$ cat src/hw/rtl/triac_phase_angle_firing_top_assert.svh
// Assertion macros for the triac phase-angle firing block
`ifndef TRIAC_PHASE_ANGLE_FIRING_TOP_ASSERT_SVH
`define TRIAC_PHASE_ANGLE_FIRING_TOP_ASSERT_SVH

// same-cycle implication, checked outside reset
`define TPAF_ASSERT_NOW(lbl, ante, cons, msg) \
  lbl: assert property (@(posedge clk) disable iff (rst) (ante) |-> (cons)) else $error(msg);

// next-cycle implication, checked outside reset
`define TPAF_ASSERT_NEXT(lbl, ante, cons, msg) \
  lbl: assert property (@(posedge clk) disable iff (rst) (ante) |=> (cons)) else $error(msg);

`endif

$ cat src/hw/rtl/tpaf_pkg.sv
// Shared types and constants for the triac phase-angle firing block
package tpaf_pkg;

  localparam int IN_W   = 8;
  localparam int OUT_W  = 48;
  localparam int CFG_IW = 2;
  localparam int CFG_DW = 24;

  localparam logic [CFG_IW-1:0] REG_SYNC_TIMEOUT = 2'd0;
  localparam logic [CFG_IW-1:0] REG_GATE_PULSE   = 2'd1;
  localparam logic [CFG_IW-1:0] REG_DELAY_PCT    = 2'd2;
  localparam logic [CFG_IW-1:0] REG_DOUBLE_EDGE  = 2'd3;

  typedef struct packed {
    logic accept;
    logic div_init;
    logic div_step;
    logic load_out;
  } cmd_t;

  typedef struct packed {
    logic skip;
    logic div_last;
    logic out_free;
  } sts_t;

endpackage

$ cat src/hw/rtl/tpaf_ctrl.sv
// Sequencer for one tick: state update, frequency divide, result load
module tpaf_ctrl
  import tpaf_pkg::*;
(
  input  logic clk,
  input  logic rst,
  input  logic s_tvalid,
  output logic s_tready,
  input  sts_t sts,
  output cmd_t cmd
);

  localparam logic [1:0] S_IDLE = 2'd0;
  localparam logic [1:0] S_CMP  = 2'd1;
  localparam logic [1:0] S_DIV  = 2'd2;
  localparam logic [1:0] S_DONE = 2'd3;

  logic [1:0] state;
  logic [1:0] state_next;

  always_ff @(posedge clk) begin
    if (rst) begin
      state <= S_IDLE;
    end else begin
      state <= state_next;
    end
  end

  always_comb begin
    state_next   = state;
    cmd          = '0;
    s_tready     = 1'b0;
    case (state)
      S_IDLE: begin
        s_tready = 1'b1;
        if (s_tvalid) begin
          cmd.accept = 1'b1;
          state_next = S_CMP;
        end
      end
      S_CMP: begin
        if (sts.skip) begin
          state_next = S_DONE;
        end else begin
          cmd.div_init = 1'b1;
          state_next   = S_DIV;
        end
      end
      S_DIV: begin
        cmd.div_step = 1'b1;
        if (sts.div_last) begin
          state_next = S_DONE;
        end
      end
      S_DONE: begin
        if (sts.out_free) begin
          cmd.load_out = 1'b1;
          state_next   = S_IDLE;
        end
      end
      default: begin
        state_next = S_IDLE;
      end
    endcase
  end

endmodule

$ cat src/hw/rtl/tpaf_dp.sv
// Datapath: config registers, zero-cross timing, firing phase, divider, output beat
module tpaf_dp
  import tpaf_pkg::*;
#(
  parameter int COUNTER_WIDTH  = 24,
  parameter int FREQ_FRAC_BITS = 8
) (
  input  logic              clk,
  input  logic              rst,
  input  logic              cfg_we,
  input  logic [CFG_IW-1:0] cfg_index,
  input  logic [CFG_DW-1:0] cfg_data,
  input  logic [IN_W-1:0]   s_tdata,
  output logic              m_tvalid,
  input  logic              m_tready,
  output logic [OUT_W-1:0]  m_tdata,
  input  cmd_t              cmd,
  output sts_t              sts
);

  localparam int CW   = COUNTER_WIDTH;
  localparam int PW   = CW + 8;
  localparam int NUMW = 20 + FREQ_FRAC_BITS;
  localparam int CNTW = $clog2(NUMW);
  localparam logic [NUMW-1:0] NUM  = NUMW'(64'd1000000 << FREQ_FRAC_BITS);
  localparam logic [PW-1:0]   MEGA = PW'(1000000);
  localparam logic [CW-1:0]   TSE_MAX = '1;

  localparam logic [1:0] PH_OFF   = 2'd0;
  localparam logic [1:0] PH_WAIT  = 2'd1;
  localparam logic [1:0] PH_PULSE = 2'd2;
  localparam logic [1:0] PH_ON    = 2'd3;

  // configuration
  logic [23:0] sync_timeout;
  logic [9:0]  gate_pulse;
  logic [7:0]  delay_pct;
  logic [7:0]  dbl_thr;

  always_ff @(posedge clk) begin
    if (rst) begin
      sync_timeout <= 24'd100000;
      gate_pulse   <= 10'd100;
      delay_pct    <= 8'd100;
      dbl_thr      <= 8'd70;
    end else if (cfg_we) begin
      case (cfg_index)
        REG_SYNC_TIMEOUT: sync_timeout <= cfg_data;
        REG_GATE_PULSE:   gate_pulse   <= cfg_data[9:0];
        REG_DELAY_PCT:    delay_pct    <= cfg_data[7:0];
        REG_DOUBLE_EDGE:  dbl_thr      <= cfg_data[7:0];
        default: ;
      endcase
    end
  end

  // tick state
  logic          zc;
  logic [6:0]    power;
  logic [CW-1:0] tse, tse_inc, tse_next;
  logic          seen, seen_next;
  logic [CW-1:0] cap, cap_next;
  logic [1:0]    ph, ph_next;
  logic [15:0]   pcnt, pcnt_next;
  logic          gate_next, sync_next;
  logic          gate_r, sync_r;
  logic [14:0]   delay_prod;

  assign zc         = s_tdata[0];
  assign power      = s_tdata[7:1];
  assign tse_inc    = (tse != TSE_MAX) ? tse + 1'b1 : tse;
  assign delay_prod = (7'd100 - power) * delay_pct;

  always_comb begin
    tse_next  = tse_inc;
    seen_next = seen;
    cap_next  = cap;
    ph_next   = ph;
    pcnt_next = pcnt;
    gate_next = 1'b0;
    if (zc) begin
      if (seen) begin
        cap_next = tse_inc;
      end
      tse_next  = '0;
      seen_next = 1'b1;
      if (power == 7'd0) begin
        ph_next   = PH_OFF;
        pcnt_next = '0;
      end else if (power inside {[7'd1:7'd99]}) begin
        ph_next   = PH_WAIT;
        pcnt_next = 16'(delay_prod);
      end else begin
        ph_next   = PH_ON;
        pcnt_next = '0;
      end
    end else if (ph == PH_WAIT && pcnt != 16'd0) begin
      pcnt_next = pcnt - 1'b1;
    end
    if (ph_next == PH_WAIT && pcnt_next == 16'd0) begin
      ph_next   = PH_PULSE;
      pcnt_next = 16'(gate_pulse);
    end
    if (ph_next == PH_ON) begin
      gate_next = 1'b1;
    end else if (ph_next == PH_PULSE) begin
      if (pcnt_next != 16'd0) begin
        gate_next = 1'b1;
        pcnt_next = pcnt_next - 1'b1;
      end
      if (pcnt_next == 16'd0) begin
        ph_next = PH_OFF;
      end
    end
    sync_next = seen_next && (32'(tse_next) <= 32'(sync_timeout));
  end

  always_ff @(posedge clk) begin
    if (rst) begin
      tse  <= '0;
      seen <= 1'b0;
      cap  <= '0;
      ph   <= PH_OFF;
      pcnt <= '0;
    end else if (cmd.accept) begin
      tse  <= tse_next;
      seen <= seen_next;
      cap  <= cap_next;
      ph   <= ph_next;
      pcnt <= pcnt_next;
    end
  end

  always_ff @(posedge clk) begin
    if (cmd.accept) begin
      gate_r <= gate_next;
      sync_r <= sync_next;
    end
  end

  // restoring divider: NUM / cap, one quotient bit a cycle
  logic [PW-1:0]   thr_prod;
  logic            dbl;
  logic [CW-1:0]   rem;
  logic [NUMW-1:0] quo;
  logic [CNTW-1:0] cnt;
  logic [CW:0]     trial, diff;
  logic            ge;
  logic [NUMW-1:0] q_adj;
  logic [15:0]     freq;

  assign thr_prod = PW'(dbl_thr) * PW'(cap);
  assign trial    = {rem, quo[NUMW-1]};
  assign diff     = trial - {1'b0, cap};
  assign ge       = trial >= {1'b0, cap};

  always_ff @(posedge clk) begin
    if (cmd.div_init) begin
      dbl <= MEGA > thr_prod;
      rem <= '0;
      quo <= NUM;
      cnt <= CNTW'(NUMW - 1);
    end else if (cmd.div_step) begin
      rem <= ge ? diff[CW-1:0] : trial[CW-1:0];
      quo <= {quo[NUMW-2:0], ge};
      cnt <= cnt - 1'b1;
    end
  end

  assign q_adj = dbl ? (quo >> 1) : quo;
  assign freq  = (q_adj > NUMW'(16'hFFFF)) ? 16'hFFFF : q_adj[15:0];

  assign sts.skip     = !sync_r || (cap == '0);
  assign sts.div_last = (cnt == '0);
  assign sts.out_free = !m_tvalid || m_tready;

  // output beat register
  logic [31:0] cap_ext;
  assign cap_ext = 32'(cap);

  always_ff @(posedge clk) begin
    if (rst) begin
      m_tvalid <= 1'b0;
    end else if (cmd.load_out) begin
      m_tvalid <= 1'b1;
    end else if (m_tready) begin
      m_tvalid <= 1'b0;
    end
  end

  always_ff @(posedge clk) begin
    if (cmd.load_out) begin
      m_tdata <= {6'd0, (sts.skip ? 16'd0 : freq), cap_ext[23:0], sync_r, gate_r};
    end
  end

endmodule

$ cat src/hw/rtl/triac_phase_angle_firing_top.sv
// Triac phase-angle firing block with zero-cross sync: top level
// Input channel s_*: one beat per microsecond tick, carrying the zero-cross
// edge flag and the requested power. Output channel m_*: one beat per input
// beat with gate level, line sync, captured period and Q8.8 line frequency.
// Configuration: cfg_we/cfg_index/cfg_data write the sync timeout, gate pulse
// width, per-percent delay and double-edge threshold; write only while idle.
// Sequence: the beat is taken in the idle state; the next state checks line
// sync and period and, if both are present, registers the double-edge test
// and starts the divider, which resolves one quotient bit a cycle; the done
// state then loads the output register. Without sync or period the divide is
// skipped. A new beat is taken only after the previous result is loaded.
// Reset (synchronous, rst high): counters, phase and output valid clear and
// the config registers return to their defaults; no item is pending.
// Stall: a result waits in the output register; the next input beat is taken
// meanwhile, but its result waits in the sequencer until the register frees.
module triac_phase_angle_firing_top
  import tpaf_pkg::*;
#(
  parameter int COUNTER_WIDTH  = 24,
  parameter int FREQ_FRAC_BITS = 8
) (
  input  logic              clk,
  input  logic              rst,
  input  logic              cfg_we,
  input  logic [CFG_IW-1:0] cfg_index,
  input  logic [CFG_DW-1:0] cfg_data,
  input  logic              s_tvalid,
  output logic              s_tready,
  input  logic [IN_W-1:0]   s_tdata,   // zero_cross[0], power_pct[7:1]
  output logic              m_tvalid,
  input  logic              m_tready,
  output logic [OUT_W-1:0]  m_tdata    // gate_drive[0], line_sync[1],
                                       // line_period[25:2], line_frequency_q8[41:26]
);

  cmd_t cmd;
  sts_t sts;

  tpaf_ctrl u_ctrl (
    .clk      (clk),
    .rst      (rst),
    .s_tvalid (s_tvalid),
    .s_tready (s_tready),
    .sts      (sts),
    .cmd      (cmd)
  );

  tpaf_dp #(
    .COUNTER_WIDTH  (COUNTER_WIDTH),
    .FREQ_FRAC_BITS (FREQ_FRAC_BITS)
  ) u_dp (
    .clk       (clk),
    .rst       (rst),
    .cfg_we    (cfg_we),
    .cfg_index (cfg_index),
    .cfg_data  (cfg_data),
    .s_tdata   (s_tdata),
    .m_tvalid  (m_tvalid),
    .m_tready  (m_tready),
    .m_tdata   (m_tdata),
    .cmd       (cmd),
    .sts       (sts)
  );

`include "triac_phase_angle_firing_top_assert.svh"

`TPAF_ASSERT_NEXT(a_busy_after_accept, s_tvalid && s_tready, !s_tready, "input taken while busy")
`TPAF_ASSERT_NOW(a_no_overwrite, cmd.load_out, !m_tvalid || m_tready, "pending beat overwritten")
`TPAF_ASSERT_NOW(a_accept_alone, cmd.accept, !cmd.div_step && !cmd.load_out, "accept overlaps work")

endmodule
$ cat config.mk
export PLATFORM = sky130hd
export DESIGN_NAME = triac_phase_angle_firing_top
export DESIGN_NICKNAME = d
export VERILOG_FILES = /design/src/hw/rtl/tpaf_pkg.sv /design/src/hw/rtl/tpaf_ctrl.sv /design/src/hw/rtl/tpaf_dp.sv /design/src/hw/rtl/triac_phase_angle_firing_top.sv
export VERILOG_INCLUDE_DIRS = /design/src /design/src/hw/rtl
export SDC_FILE = /design/constraint.sdc
export NUM_CORES = 1
export LEC_CHECK = 0
export ABC_AREA = 1
export BUFFER_PORTS_ARGS = -buffer_cell sky130_fd_sc_hd__buf_2
export CAP_MARGIN = 20
export CORE_MARGIN = 4
export CORE_UTILIZATION = 30
export CTS_CLUSTER_DIAMETER = 200
export DETAILED_ROUTE_END_ITERATION = 8
export GPL_ROUTABILITY_DRIVEN = 1
export PLACE_DENSITY = 0.49
export SYNTH_ARGS = -nofsm -noshare
export SYNTH_HDL_FRONTEND = slang
export SYNTH_SLANG_ARGS = --single-unit
$ cat constraint.sdc
create_clock -name clk -period 14.7 [get_ports clk]
set_input_delay 2.205 -clock clk [delete_from_list [all_inputs] [get_ports clk]]
set_output_delay 2.205 -clock clk [all_outputs]
set_load 0.05 [all_outputs]
After elaboration in Yosys (flattened, before gate mapping)
Index checks and enable logic that the tools add are counted.
{"block": "totals", "elab_cells": 111, "out_inout_bits": 50, "inputBits": 39, "register_bits": 222}
{"block": "classes", "n_eq_ne": 14, "n_lt_le_gt_ge": 6, "n_mux": 40, "n_mul": 2, "n_reduce_logical": 24, "addsub": 6}
{"operator": "2-to-1 mux 16 bit", "n": 10}
{"operator": "2-to-1 mux 24 bit", "n": 3}
{"operator": "greater-than comparator 20 x 32 -> 1 bit (first input constant)", "n": 1}
{"operator": "zero test 16 bit", "n": 2}
{"operator": "multiplier 8 x 24 -> 32 bit", "n": 1}
{"operator": "nonzero test 16 bit", "n": 2}
{"operator": "subtractor 16 x 1 -> 16 bit (second input constant)", "n": 2}
{"operator": "greater-than comparator 28 x 16 -> 1 bit (second input constant)", "n": 1}
{"operator": "2-to-1 mux 28 bit", "n": 1}
{"operator": ">= comparator 25 x 24 -> 1 bit", "n": 1}
{"operator": "adder 24 x 1 -> 24 bit (second input constant)", "n": 1}
{"operator": "<= comparator 24 bit", "n": 1}
{"operator": "zero test 24 bit", "n": 1}
{"operator": "inequality test 24 bit (second input constant)", "n": 1}
{"operator": "subtractor 24 bit", "n": 1}
{"operator": "2-to-1 mux 2 bit", "n": 10}
{"operator": "multiplier 15 x 8 -> 15 bit", "n": 1}
{"operator": "2-to-1 mux 15 bit", "n": 1}
{"operator": "2-to-1 mux 1 bit", "n": 14}
{"operator": "equality test 2 bit (second input constant)", "n": 6}
{"operator": "equality test 2 x 1 -> 1 bit (second input constant)", "n": 4}
{"operator": "one-hot mux 2 bit (4 select lines)", "n": 1}
{"operator": "AND reduction 2 bit", "n": 4}
{"operator": "subtractor 7 x 7 -> 8 bit (first input constant)", "n": 1}
{"operator": "12 further kinds", "n": 21}

Longest topological paths before layout
{"block": "logic_depth", "depth_word": 16, "ltp_mapped": 46, "ltp_nobuf": 44}

By module
A second synthesis with hierarchy kept.
{"block": "hier_totals", "hier_cells": 2952, "area_unflattened_um2": 21069.0}
{"module": "tpaf_dp", "area_each_um2": 20845.0, "cells_each": 2918, "seq_area_each_um2": 4854.7, "n_inst": 1}
{"module": "tpaf_ctrl", "area_each_um2": 224.0, "cells_each": 34, "seq_area_each_um2": 40.0, "n_inst": 1}

Worst setup path before layout
No wires, ideal clock.
{"block": "synth_timing", "path_kind": "input-to-reg", "from": "in s_tdata[1]", "to": "reg u_dp.ph[1]", "arrival_time_ns": 8.365, "setup_time_ns": 0.132, "required_ns": 14.568, "cell_stages": 39, "n_path_buf": 1, "path_slack_ns": 6.203, "cell_sequence": "buf_2 -> inv_1 -> ha_1 -> or2_2 -> nand2_1 -> nand2_1 -> xor2_1 -> inv_1 -> nor2_1 -> fa_1 -> inv_1 -> fa_1 -> fa_1 -> fa_1 -> inv_1 -> ha_1 -> nand2_1 -> inv_1 -> [3 not listed] -> nand2_1 -> nor2_1 -> nand4_1 -> nor2_4 -> nand3_2 -> o21ai_4 -> inv_2 -> ha_1 -> nand4_1 -> nor2_2 -> nand3_4 -> nand2_1 -> o21ai_0 -> nand2_1 -> nor2_1 -> nand4_1 -> nand2_1 -> a21oi_1"}
{"block": "synth_via", "elab_chain_len": 16, "elab_cells_between_ends": 28, "cone_classes": "add/sub (2); mul (1); order compare (2); eq/ne (3); mux (14); reduce/logical (6)"}
{"item": "start: declaration", "line": "triac_phase_angle_firing_top.sv:29", "source": "input logic [IN_W-1:0] s_tdata,"}
{"item": "subtractor 7 x 7 -> 8 bit (tied with other cells)", "line": "tpaf_dp.sv:72", "source": "assign delay_prod = (7'd100 - power) * delay_pct;"}
{"item": "multiplier 15 x 8 -> 15 bit or logical AND 1 bit (tied branches)", "line": "tpaf_dp.sv:72, tpaf_dp.sv:90"}
{"item": "2-to-1 mux 15 bit or 2-to-1 mux 2 bit (tied branches)", "line": "tpaf_dp.sv:90", "source": "end else if (power inside {[7'd1:7'd99]}) begin"}
{"item": "2-to-1 mux 16 bit or 2-to-1 mux 2 bit (tied branches)", "line": "tpaf_dp.sv:87", "source": "if (power == 7'd0) begin"}
{"item": "2-to-1 mux 16 bit or 2-to-1 mux 2 bit (tied branches)", "line": "tpaf_dp.sv:81", "source": "if (zc) begin"}
{"item": "zero test 16 bit or equality test 2 x 1 -> 1 bit (tied branches)", "line": "tpaf_dp.sv:100", "source": "if (ph_next == PH_WAIT && pcnt_next == 16'd0) begin"}
{"item": "logical AND 1 bit", "line": "tpaf_dp.sv:100"}
{"item": "2-to-1 mux 16 bit", "line": "tpaf_dp.sv:100"}
{"item": "subtractor 16 x 1 -> 16 bit or nonzero test 16 bit (tied branches)", "line": "tpaf_dp.sv:109, tpaf_dp.sv:107"}
{"item": "2-to-1 mux 16 bit", "line": "tpaf_dp.sv:107", "source": "if (pcnt_next != 16'd0) begin"}
{"item": "2-to-1 mux 16 bit", "line": "tpaf_dp.sv:106", "source": "end else if (ph_next == PH_PULSE) begin"}
{"item": "2-to-1 mux 16 bit", "line": "tpaf_dp.sv:104", "source": "if (ph_next == PH_ON) begin"}
{"item": "zero test 16 bit", "line": "tpaf_dp.sv:111", "source": "if (pcnt_next == 16'd0) begin"}
{"item": "2-to-1 mux 2 bit", "line": "tpaf_dp.sv:111"}
{"item": "2-to-1 mux 2 bit", "line": "tpaf_dp.sv:106"}
{"item": "2-to-1 mux 2 bit *", "line": "tpaf_dp.sv:104"}
{"item": "end signal: assignment", "line": "tpaf_dp.sv:129", "source": "ph <= ph_next;"}
{"item": "end: declaration", "line": "tpaf_dp.sv:63", "source": "logic [1:0] ph, ph_next;"}
Every way passes the cells marked *; elsewhere a longest branch is shown, timed or not. The select of a mux whose other input is x is not followed.
A chain may end at the register's enable or synchronous reset.

Worst setup path after layout
Same ends and word-level chain as after synthesis.

==> summary.txt <==
CRITICAL PATH
------------------------------------------------------------------------------------
Data required time at the worst endpoint                                    15.13 ns
Peak per-stage delay on the critical path                                    0.54 ns
Endpoint kind of the worst setup timing path                                register
Arrival @ worst endpoint                                                     9.51 ns
Critical Path Start                                                       s_tdata[1]
Cell class contributing the biggest share of worst-path delay           simple AND/OR/NAND/NOR gates
Critical setup path kind                                                      in2reg
CP max FO                                                                         17
Sum of buffers and inverters on the critical path                                  8
Highest-delay cell along the critical path                              sky130_fd_sc_hd__fa_1
Worst r2r src                                                           u_dp.delay_pct[2]
Type of element launching the critical path                             primary input
CP dominant cell by count                                               sky130_fd_sc_hd__nand2_1

POWER AND IR DROP
------------------------------------------------------------------------------------
Overall Power                                                                3.41 mW
PD cells                                                                  146 mW/mm2
Net load switching power                                                     1.61 mW
Combinational share of power                                                   53.6%
Leak                                                                         12.2 nW
Internal Dissipation                                                         1.79 mW
Worst supply voltage drop on vdd                                           0.0941 mV
Part of the power in registers                                                 26.0%
Proportion of power drawn by the clock network                                 20.4%
Switching part of the total                                                    47.3%

DETAILED ROUTING
------------------------------------------------------------------------------------
Iteration count of the initial detailed-routing pass                               5
Drt first-iter violations                                                        938
Average vias per placed instance                                                4.65
Routed length per placed instance                                            15.3 um
Vias                                                                           18400
ANT nets after route                                                               0
Number of remaining DRC errors                                                     0
Post-detailed-routing wire length                                            60.6 mm

GLOBAL ROUTE
------------------------------------------------------------------------------------
Antenna violations before repair                                                   1
Maximum number of pins on one net before global-route repair                      61
Congestion Overflow GR                                                             0
Via count of the first global-routing pass                                     18300
First-pass GRT wire length                                                   99.0 mm
Global routing usage summed across all routing layers                          16.3%

SYNTH
------------------------------------------------------------------------------------
Predominant post-synthesis flop cell                                    sky130_fd_sc_hd__dfxtp_1
Cell type with the largest total area after synthesis                   sky130_fd_sc_hd__fa_1
Post-synthesis cell type count                                                    59
Count of flip-flops with a built-in enable after synthesis                        45
Dominant cells by area after synthesis                                  sky130_fd_sc_hd__fa_1 17%, sky130_fd_sc_hd__dfxtp_1 17%, sky130_fd_sc_hd__nand2_1 14%
Synthesized flop and latch total                                                 222
Top-area cell type share of the netlist area                                   17.4%
Cells after Synth                                                               2970
Portion of the post-synthesis area used by sequential elements                 23.2%
Mean instance size in the synthesized netlist                               7.12 um2
Area of the mapped netlist                                                0.0211 mm2
Count of warnings emitted by yosys                                                 0
Share of flip-flops with an asynchronous set or reset after synthesis             0%

CELLS AND AREA
------------------------------------------------------------------------------------
Fraction of final layout cells sized beyond drive strength 1                   6.90%
Post-route standard cell area excluding fillers                           0.0234 mm2
Final core utilization                                                         33.4%
# nets final                                                                    3349
# diodes                                                                           0
Synthesis-to-finish area growth                                                10.5%

CLOCKING
------------------------------------------------------------------------------------
Buffers from clock root to sink, at most                                           3
Clock Root Buffer                                                       sky130_fd_sc_hd__clkbuf_16
Register clock-pin slew on the reported worst setup and hold paths           0.06 ns
Clk_lat worst skew                                                           0.58 ns
Post-cts gate resize count                                                         0
Num CTS Buffers                                                                   29
Number of buffers inserted by hold repair at cts                                   0
CTS tree                                                                       built
CTS Sinks                                                                        222
Max H-tree Level                                                                   1
Post-CTS setup-driven buffer insertion count                                       0

PLACEMENT
------------------------------------------------------------------------------------
Placement Setup Slack                                                        5.11 ns
Final GP Congestion                                                            0.875
Placed cell area                                                          0.0224 mm2
Final HPWL from detailed placement                                           46.5 mm
Input/output buffers                                                              82

TIMING
------------------------------------------------------------------------------------
Share of the clock period used by the worst path                               61.8%
Slew Viols, Final                                                                  0
Slew at the pin with the worst max-slew slack                                1.16 ns
Setup TNS                                                                       0 ns
Number of failing setup endpoints in the final timing report                       0
Post-route worst setup slack                                                 5.62 ns
Crit path time final                                                         9.08 ns
Hold Vio Cnt, Final                                                                0
RSZ-0062 raised after global routing                                           false
Highest clock rate                                                           110 MHz
Worst slew margin                                                              22.9%
Worst clock skew                                                           0.0290 ns

DIE
------------------------------------------------------------------------------------
Starting utilization of the core area                                          30.2%
Floorplan core area                                                       0.0699 mm2
Width of the chip                                                             273 um
Die Height                                                                    273 um
Number of placed I/O pins                                                         89
Total die area                                                            0.0748 mm2
Cell row count                                                                    97

WORST HOLD PATH
------------------------------------------------------------------------------------
Launch instance of the worst min-delay path                              u_dp.gate_r
Class of the tightest hold or removal check                                  reg2reg

RUN
------------------------------------------------------------------------------------
MaxCap Viol Count                                                                  0

OUTCOME
------------------------------------------------------------------------------------
Result of the run                                                       finished, final reports clean

## registers in the layout (all words and copies together) (netlist names), 5 cells and up
signal	flops
u_dp.gate_pulse	10
u_dp.m_tdata	42
u_dp.sync_timeout	24
u_dp.dbl_thr	8
u_dp.quo	28
u_dp.cap	24
u_dp.cnt	5
u_dp.tse	24
u_dp.pcnt	16
u_dp.rem	24
u_dp.delay_pct	8
## per-layer routing
layer	up-vias	part of all wire, %	track usage (%)
met5	-	0	0
met4	0	1.8	3.05
met3	66	3.8	1.49
met2	357	47	27.7
met1	8691	48	22.7
li1	9278	-	-
## kinds of logic (layout without fill, tap and decap cells)
family	after synthesis	after routing	synth area share [%]
compound gates	446	446	11.9
xor+xnor	70	70	2.90
fa+ha+maj	319	319	25.4
buf+inv	709	747	12.9
flops	222	222	23.2
mux	1	1	0.0474
other cells	1	6	0.0177
simple gates	1202	1202	23.7
## cell type report
class	count	area [um2]
Timing Repair Buffer	108	606
Multi-Input combinational cell	2044	13600
Tap cell	940	1180
Fill cell	7629	46500
Clock inverter	12	95.1
Sequential cell	222	4890
Inverter	586	2200
Clock buffer	41	831
## cells in the final DEF, fill, tap and decap left out, types with 25 or more instances in the layout
master	n
sky130_fd_sc_hd__ha_1	135
sky130_fd_sc_hd__fa_1	184
sky130_fd_sc_hd__a21oi_1	187
sky130_fd_sc_hd__o211ai_1	44
sky130_fd_sc_hd__nand3_1	89
sky130_fd_sc_hd__edfxtp_1	45
sky130_fd_sc_hd__xnor2_1	25
sky130_fd_sc_hd__xor2_1	45
sky130_fd_sc_hd__buf_4	26
sky130_fd_sc_hd__inv_1	574
sky130_fd_sc_hd__nor2_1	174
sky130_fd_sc_hd__clkbuf_16	29
sky130_fd_sc_hd__dfxtp_1	177
sky130_fd_sc_hd__nand2_1	807
sky130_fd_sc_hd__buf_2	82
sky130_fd_sc_hd__nand4_1	42
sky130_fd_sc_hd__o21ai_0	142
## power by group through the flow
stage	clock [mW]	combinational, mW	sequential [mW]
2_1_floorplan	0	1.40	0.888
3_3_place_gp	0	1.83	0.897
3_5_place_dp	0	1.82	0.896
4_1_cts	0.719	1.83	0.884
5_1_grt	0.743	2.09	0.903
6_report	0.695	1.83	0.884
## synth_stat cells, types with 12 or more instances
library cell	instances
sky130_fd_sc_hd__a21oi_1	188
sky130_fd_sc_hd__dfxtp_1	177
sky130_fd_sc_hd__a31oi_1	23
sky130_fd_sc_hd__nor4_1	12
sky130_fd_sc_hd__edfxtp_1	45
sky130_fd_sc_hd__clkbuf_1	102
sky130_fd_sc_hd__nor3_1	25
sky130_fd_sc_hd__o211ai_1	44
sky130_fd_sc_hd__ha_1	135
sky130_fd_sc_hd__nand2_2	12
sky130_fd_sc_hd__o21ai_0	142
sky130_fd_sc_hd__nand3_1	89
sky130_fd_sc_hd__nor2_2	12
sky130_fd_sc_hd__inv_1	574
sky130_fd_sc_hd__nand4_1	42
sky130_fd_sc_hd__fa_1	184
sky130_fd_sc_hd__nand2_1	807
sky130_fd_sc_hd__xor2_1	45
sky130_fd_sc_hd__xnor2_1	25
sky130_fd_sc_hd__nor2_1	174
## worst paths after layout
kind	endpoint	slack, ns	cells after the start
min reg2reg	u_dp.m_tdata[0]	0.44	0
max	u_dp.ph[1]	5.62	40
min	u_dp.m_tdata[0]	0.44	0
max reg2reg	u_dp.ph[1]	7.69	33
## metrics by stage
step | cells | hold slack (ns)
2_1_floorplan | 2975 | 0.400
3_3_place_gp | 3900 | 0.429
3_5_place_dp | 3900 | 0.436
4_1_cts | 3953 | 0.450
5_1_grt | 3953 | 0.469
6_report | 3953 | 0.437
(Power assumes the default switching activity.)
